$ cat src/fps_pkg.sv
// Shared types and constants for the Fenwick prefix-sum table.
package fps_pkg;

    localparam int POS_W   = 11;
    localparam int DELTA_W = 32;
    localparam int SUM_W   = 32;
    localparam int SIZE_W  = 11;

    localparam logic [SIZE_W-1:0] SIZE_RESET = 11'd1024;

    typedef enum logic [1:0] {
        OP_ADD   = 2'd0,
        OP_QUERY = 2'd1,
        OP_CLEAR = 2'd2
    } opcode_t;

    typedef enum logic [2:0] {
        ST_CLEAR,
        ST_IDLE,
        ST_WALK,
        ST_DRAIN,
        ST_PUSH
    } state_t;

    typedef struct packed {
        logic load;
        logic step;
        logic clr;
        logic push;
    } cmd_t;

    typedef struct packed {
        logic    pos_nz;
        logic    clr_last;
        logic    out_free;
        opcode_t cur_op;
        opcode_t new_op;
    } status_t;

endpackage

$ cat src/fps_ctrl.sv
// Controller state machine that sequences clears, tree walks and result pushes.
module fps_ctrl import fps_pkg::*; (
    input  logic    aclk,
    input  logic    aresetn,
    input  logic    in_valid,
    output logic    in_ready,
    input  status_t status,
    output cmd_t    cmd
);

    state_t state_reg;
    state_t state_next;

    always_ff @(posedge aclk) begin
        if (!aresetn) begin
            state_reg <= ST_CLEAR;
        end else begin
            state_reg <= state_next;
        end
    end

    always_comb begin
        state_next = state_reg;
        unique case (state_reg)
            ST_CLEAR: begin
                if (status.clr_last) begin
                    state_next = ST_IDLE;
                end
            end
            ST_IDLE: begin
                if (in_valid) begin
                    unique case (status.new_op)
                        OP_ADD, OP_QUERY: state_next = ST_WALK;
                        OP_CLEAR:         state_next = ST_CLEAR;
                        default:          state_next = ST_IDLE;
                    endcase
                end
            end
            ST_WALK: begin
                if (!status.pos_nz) begin
                    state_next = ST_DRAIN;
                end
            end
            ST_DRAIN: begin
                state_next = (status.cur_op == OP_QUERY) ? ST_PUSH : ST_IDLE;
            end
            ST_PUSH: begin
                if (status.out_free) begin
                    state_next = ST_IDLE;
                end
            end
            default: state_next = ST_CLEAR;
        endcase
    end

    always_comb begin
        cmd      = '0;
        in_ready = 1'b0;
        unique case (state_reg)
            ST_CLEAR: cmd.clr = 1'b1;
            ST_IDLE: begin
                in_ready = 1'b1;
                cmd.load = in_valid;
            end
            ST_WALK:  cmd.step = status.pos_nz;
            ST_DRAIN: cmd     = '0;
            ST_PUSH:  cmd.push = status.out_free;
            default:  cmd     = '0;
        endcase
    end

endmodule

$ cat config.mk
export PLATFORM = sky130hd
export DESIGN_NAME = fps_ctrl
export DESIGN_NICKNAME = d
export VERILOG_FILES = /design/src/fps_pkg.sv /design/src/fps_ctrl.sv
export SDC_FILE = /design/constraint.sdc
export NUM_CORES = 1
export LEC_CHECK = 0
export ABC_CLOCK_PERIOD_IN_PS = 1900
export BUFFER_PORTS_ARGS = -buffer_cell sky130_fd_sc_hd__buf_2
export CAP_MARGIN = 20
export CORE_AREA = 2 2 39 41
export DETAILED_ROUTE_END_ITERATION = 7
export DIE_AREA = 0 0 41 43
export SLEW_MARGIN = 40
export SYNTH_ARGS = -nofsm -noshare
export SYNTH_HDL_FRONTEND = slang
export SYNTH_SLANG_ARGS = --single-unit
$ cat constraint.sdc
create_clock -name aclk -period 1.9 [get_ports aclk]
set_input_delay 0.57 -clock aclk [delete_from_list [all_inputs] [get_ports aclk]]
set_output_delay 0.57 -clock aclk [all_outputs]
set_load 0.05 [all_outputs]
==> results of run 1 <==
## through the flow
step | util | hold WS [ns] | instances
3_5_place_dp | 0.270 | 0.703 | 59
3_3_place_gp | 0.270 | 0.699 | 59
4_1_cts | 0.293 | 0.577 | 63
6_report | 0.298 | 0.583 | 63
2_1_floorplan | - | 0.599 | 28
5_1_grt | 0.298 | 0.575 | 63
## routing by layer
layer / global-route usage / up-vias / part of all wire
li1: - / 147 / -
met1: 0.0833 / 134 / 0.40
met2: 0.144 / 6 / 0.55
met3: 0.0314 / 0 / 0.049
met4: 0.0600 / 0 / 0
met5: 0 / - / 0
## layout make-up
type / instances / area share
multi-input combinational: 22 / 0.479
inverter: 1 / 0.00909
clock buffer: 4 / 0.0636
sequential: 3 / 0.148
timing repair buffer: 17 / 0.252
tap: 16 / 0.0485
## cell usage after synthesis, drive strengths merged
cell	count
a2111o	1
a21oi	1
a311oi	1
and2	1
and3	2
buf	2
dfxtp	3
inv	1
nand2b	1
nand3b	1
nor2	1
nor2b	1
nor3	2
nor3b	3
nor4b	2
nor4bb	2
o21a	1
o311a	1
or2b	1
## critical path, stage by stage (launching register included)
cell and delay, ns:
dfxtp_1 0.41, nor2b_1 0.20, and3_1 0.18, clkbuf_4 0.22
## power breakdown
group | internal [mW] | switching [mW] | leakage [nW]
clock network | 0.0787 | 0.0332 | 0.0150
registers | 0.0691 | 0.00738 | 0.0248
logic | 0.0504 | 0.0702 | 0.140
total | 0.198 | 0.111 | 0.180
## what timing repair did
action	CTS	global route
gates cloned	0	0
gates resized for setup	2	3
endpoints found under the setup margin	2	3
## worst min path at each step
stage | cells after the start | endpoint | from | slack [ns]
2_1_floorplan | 2 | state_reg[1]$_SDFFE_PN0P_ | state_reg[2]$_SDFFE_PN0P_ | 0.60
4_1_cts | 2 | state_reg[2]$_SDFFE_PN0P_ | aresetn | 0.58
3_3_place_gp | 3 | state_reg[2]$_SDFFE_PN0P_ | state_reg[0]$_SDFFE_PN0P_ | 0.70
6_report | 2 | state_reg[2]$_SDFFE_PN0P_ | aresetn | 0.58
3_5_place_dp | 3 | state_reg[2]$_SDFFE_PN0P_ | state_reg[0]$_SDFFE_PN0P_ | 0.70
5_1_grt | 2 | state_reg[2]$_SDFFE_PN0P_ | aresetn | 0.57
## kinds of logic after synthesis
kind of cell,Yosys count
flops,3
compound gates,5
simple gates,17
buf+inv,3
==> results.cfg, run 1 <==
[synth]
synth_fa_ha_area_frac = 0
synth_top_area_cell = dfxtp_1
netlist_area_sq_um = 260
synth_mux_area_frac = 0
netlist_instances = 28
synth_top_family_by_area = simple AND/OR/NAND/NOR gates
synthTopCellsByArea = dfxtp_1 23%, nor3b_1 8.7%, nor4bb_1 7.7%, nor4b_2 5.8%, a2111o_1 4.3%
syn_area_per_cell_sq_um = 9.29
synthSimpleGateAreaFrac = 0.529
synth_compound_area_frac = 0.163
yosys_warnings = 0
synthDistinctLibCells = 22
synth.yosys.seq_area_share = 0.231
synth-seq-cells = 3
synth-xor-area-share = 0
syn_nets = 38
yosys.area.top_type_share = 0.231

[pwr]
power.leakage_nw = 0.180
power.total_uw = 309
p_per_area_mw_per_mm2 = 748
ir_worst_vdd_uv = 279

[run]
maxCapViolCount = 0

[route]
vias = 287
routed_wl_microns = 669
wire_per_inst_microns = 10.6
antenna_left = 0
dr.first_iter.drc_count = 3
first_pass_iters = 2
drc = 0
viasPerCell = 4.56

[die]
die_y_microns = 43
initial_core_util = 0.188
die_w_microns = 41
core_area_sq_mm = 0.00138
rows = 14
die_area_sq_mm = 0.00176
ios = 15

[placed_design]
port-buffer-count = 14
place_area_sq_um = 374
gp_congestion = 0.697
dp_slack_ns = 0.215
dp_hpwl_microns = 536

[clock_tree]
clock_latency_ns = 0.23
cts_tree = done
cts_sinks = 3
clk_pin_slew_worst_paths_ns = 0.04
cts_buffer_depth = 2
hold_buffers = 0
clockRootBuffer = clkbuf_4
cts_buffers = 3
cts_setup_buffers = 0
htreeDepth = 1

[final_layout]
syn_to_final_growth_pct = 58.7
mostFrequentLayoutCells = 11 x buf_2, 4 x clkbuf_4, 4 x buf_4, 3 x nor3b_1
final_nets = 58
final_common_cell = buf_2
n_antenna_cell = 0
largest_reg_flops = 3
multi_input_area_sq_um = 198
drive_gt1_frac = 0.596
final_area_sq_um = 413
seq_area_sq_um = 61.3
nFillCells = 157

[worst_setup_path]
worstSetupPathType = register to primary output
end_kind = primary output
regToRegStartpoint = state_reg[1]$_SDFFE_PN0P_
cp_max_fo = 4
critPathLaunch = state_reg[1]$_SDFFE_PN0P_
crit_end = cmd[2]
r2r_slack_ns = 0.51
reg2reg_to = state_reg[0]$_SDFFE_PN0P_
cp.arrival_ns = 1.25
critPathLaunchType = register
reg2regPathDepth = 4
required_ns = 1.33

[grt]
overflow = 0
grt_pass1_vias = 272
antenna_found_initial = 0
grt_first_pass_wirelength_mm = 1.01
grtUsageTotal = 0.0873
grt_max_degree = 11

[sta]
tightest_slew_ns = 0.320
clock.fmax_ghz = 0.551
layout_min_cycle_time_ns = 1.82
finalSetupViolCount = 0
fin_crit_sh = 0.956
hold_violations = 0
skew_ns = 0.00113
setup_slack_ns = 0.0842
setup_tns_ns = 0
slew_viol_final = 0
max_slew_margin = 0.784

[run_status]
status = finished clean

[hold_path]
hold_path.class = primary input to register
(Power assumes the default switching activity.)
==> inputs of run 2 (changes only) <==
--- a/config.mk
+++ b/config.mk
@@ -11,6 +11,7 @@
 export CORE_AREA = 2 2 39 41
 export DETAILED_ROUTE_END_ITERATION = 7
 export DIE_AREA = 0 0 41 43
+export REMOVE_ABC_BUFFERS = 1
 export SLEW_MARGIN = 40
 export SYNTH_ARGS = -nofsm -noshare
 export SYNTH_HDL_FRONTEND = slang
==> run 2 against run 1 <==
  * Maximum frequency decreased by 0.34%
  * Final cell count decreased by 3.2%
  * Wire length decreased by 10%
  * Sequential share of layout area increased by 2.4 points
  * Register-to-register slack improved by 0.12 ns
  * Critical endpoint is now cmd[0]
  * Largest power group is now clock
==> results.cfg, run 2 (synthesis gave the netlist of run 1 again) <==
[worst_setup_path]
cp.arrival_ns = 1.25
required_ns = 1.33
reg2reg_to = state_reg[0]$_SDFFE_PN0P_
crit_end = cmd[0]
critPathLaunchType = register
critPathLaunch = state_reg[2]$_SDFFE_PN0P_
cp_max_fo = 10
end_kind = primary output
reg2regPathDepth = 4
worstSetupPathType = register to primary output
r2r_slack_ns = 0.63
regToRegStartpoint = state_reg[0]$_SDFFE_PN0P_

[sta]
slew_viol_final = 0
setup_slack_ns = 0.0781
rsz0062_at_grt = no
skew_ns = 0.00577
worst_hold_slack_ns = 0.580
fin_crit_sh = 0.959
hold_violations = 0
finalSetupViolCount = 0
setup_tns_ns = 0
tightest_slew_ns = 0.337
clock.fmax_ghz = 0.549
max_slew_margin = 0.775
layout_min_cycle_time_ns = 1.82

[final_layout]
largest_reg_flops = 3
final_nets = 56
fin_util = 0.273
mostFrequentLayoutCells = 12 x buf_2, 4 x clkbuf_4, 3 x nor3b_1
drive_gt1_frac = 0.533
final_common_cell = buf_2
n_antenna_cell = 0
instances_no_fill = 61
final_area_sq_um = 378
syn_to_final_growth_pct = 45.2

[route]
first_pass_iters = 4
wire_per_inst_microns = 9.84
antenna_left = 0
vias = 276
viasPerCell = 4.52
drc = 0
routed_wl_microns = 600
dr.first_iter.drc_count = 7

[grt]
grt_pass1_vias = 240
grt_max_degree = 14
grt_first_pass_wirelength_microns = 945
overflow = 0
grtUsageTotal = 0.0853
antenna_found_initial = 0

[clock_tree]
cts_setup_buffers = 0
cts_tree = done
clockRootBuffer = clkbuf_4
cts_sinks = 3
clock_latency_ns = 0.23
htreeDepth = 1
clk_pin_slew_worst_paths_ns = 0.04
cts_buffer_depth = 2
hold_buffers = 0
cts_buffers = 3

[placed_design]
dp_slack_ns = 0.158
dp_hpwl_microns = 498
port-buffer-count = 14
gp_congestion = 0.707
place_area_sq_um = 342
dp_cells = 57

[die]
die_w_microns = 41
core_area_sq_mm = 0.00138
ios = 15
die_y_microns = 43
die_area_sq_mm = 0.00176
initial_core_util = 0.188
rows = 14

[run_status]
status = finished clean

[pwr]
p_per_area_mw_per_mm2 = 784
seqPwrFrac = 0.261
p_sw_frac = 0.357
power.total_uw = 296
ir_worst_vdd_uv = 193
p_switching_uw = 106
p_int_uw = 191
pwr-share-comb = 0.365
clockPowerShare = 0.374
power.leakage_nw = 0.166

[hold_path]
hold_path.class = primary input to register

[run]
maxCapViolCount = 0
run 2: changes by cell type in the layout (fill, tap and decap cells not counted), sizes merged:
| cell | change |
|---|---|
| buf | -2 |
run 2: worst min-delay path by stage:
| stage | from | to | cells after the start |
|---|---|---|---|
| finish | aresetn | state_reg[2]$_SDFFE_PN0P_ | 2 |
| CTS | aresetn | state_reg[2]$_SDFFE_PN0P_ | 2 |
| global route | aresetn | state_reg[2]$_SDFFE_PN0P_ | 2 |
| floorplan | state_reg[2]$_SDFFE_PN0P_ | state_reg[1]$_SDFFE_PN0P_ | 1 |
| global placement | state_reg[2]$_SDFFE_PN0P_ | state_reg[1]$_SDFFE_PN0P_ | 1 |
| detailed placement | state_reg[2]$_SDFFE_PN0P_ | state_reg[1]$_SDFFE_PN0P_ | 1 |
run 2: repair_timing:
item                                    in CTS  in global routing
gates resized for setup                      2                  3
pin swaps                                    0                  0
endpoints found under the setup margin       2                  2
run 2: metal layers:
layer | wire length (microns) | vias to the layer above | global-route usage
met1 | 229 | 124 | 0.0865
met3 | 38 | 2 | 0.0471
met5 | 0 | - | 0
li1 | - | 143 | -
met4 | 6 | 0 | 0.0800
met2 | 326 | 7 | 0.116
run 2: cell type report:
class | count | area (sq um)
well taps | 16 | 20.0
fillers | 161 | 1010
clock buffers | 4 | 26.3
multi-input cells | 22 | 180
flip-flops and latches | 3 | 65.1
inverters | 1 | 3.75
repair buffers | 15 | 82.6
run 2: power by group through the flow:
stage	logic (mW)	clock network, mW	registers (mW)
finish	0.108	0.111	0.0774
floorplan	0.0745	0	0.0779
detailed placement	0.107	0	0.0781
CTS	0.109	0.117	0.0773
global placement	0.107	0	0.0778
global route	0.115	0.123	0.0783
run 2: critical path, cell delays in order (launching register included):
cell and delay [ns]:
dfxtp_1 0.51, and3_4 0.25, buf_2 0.26
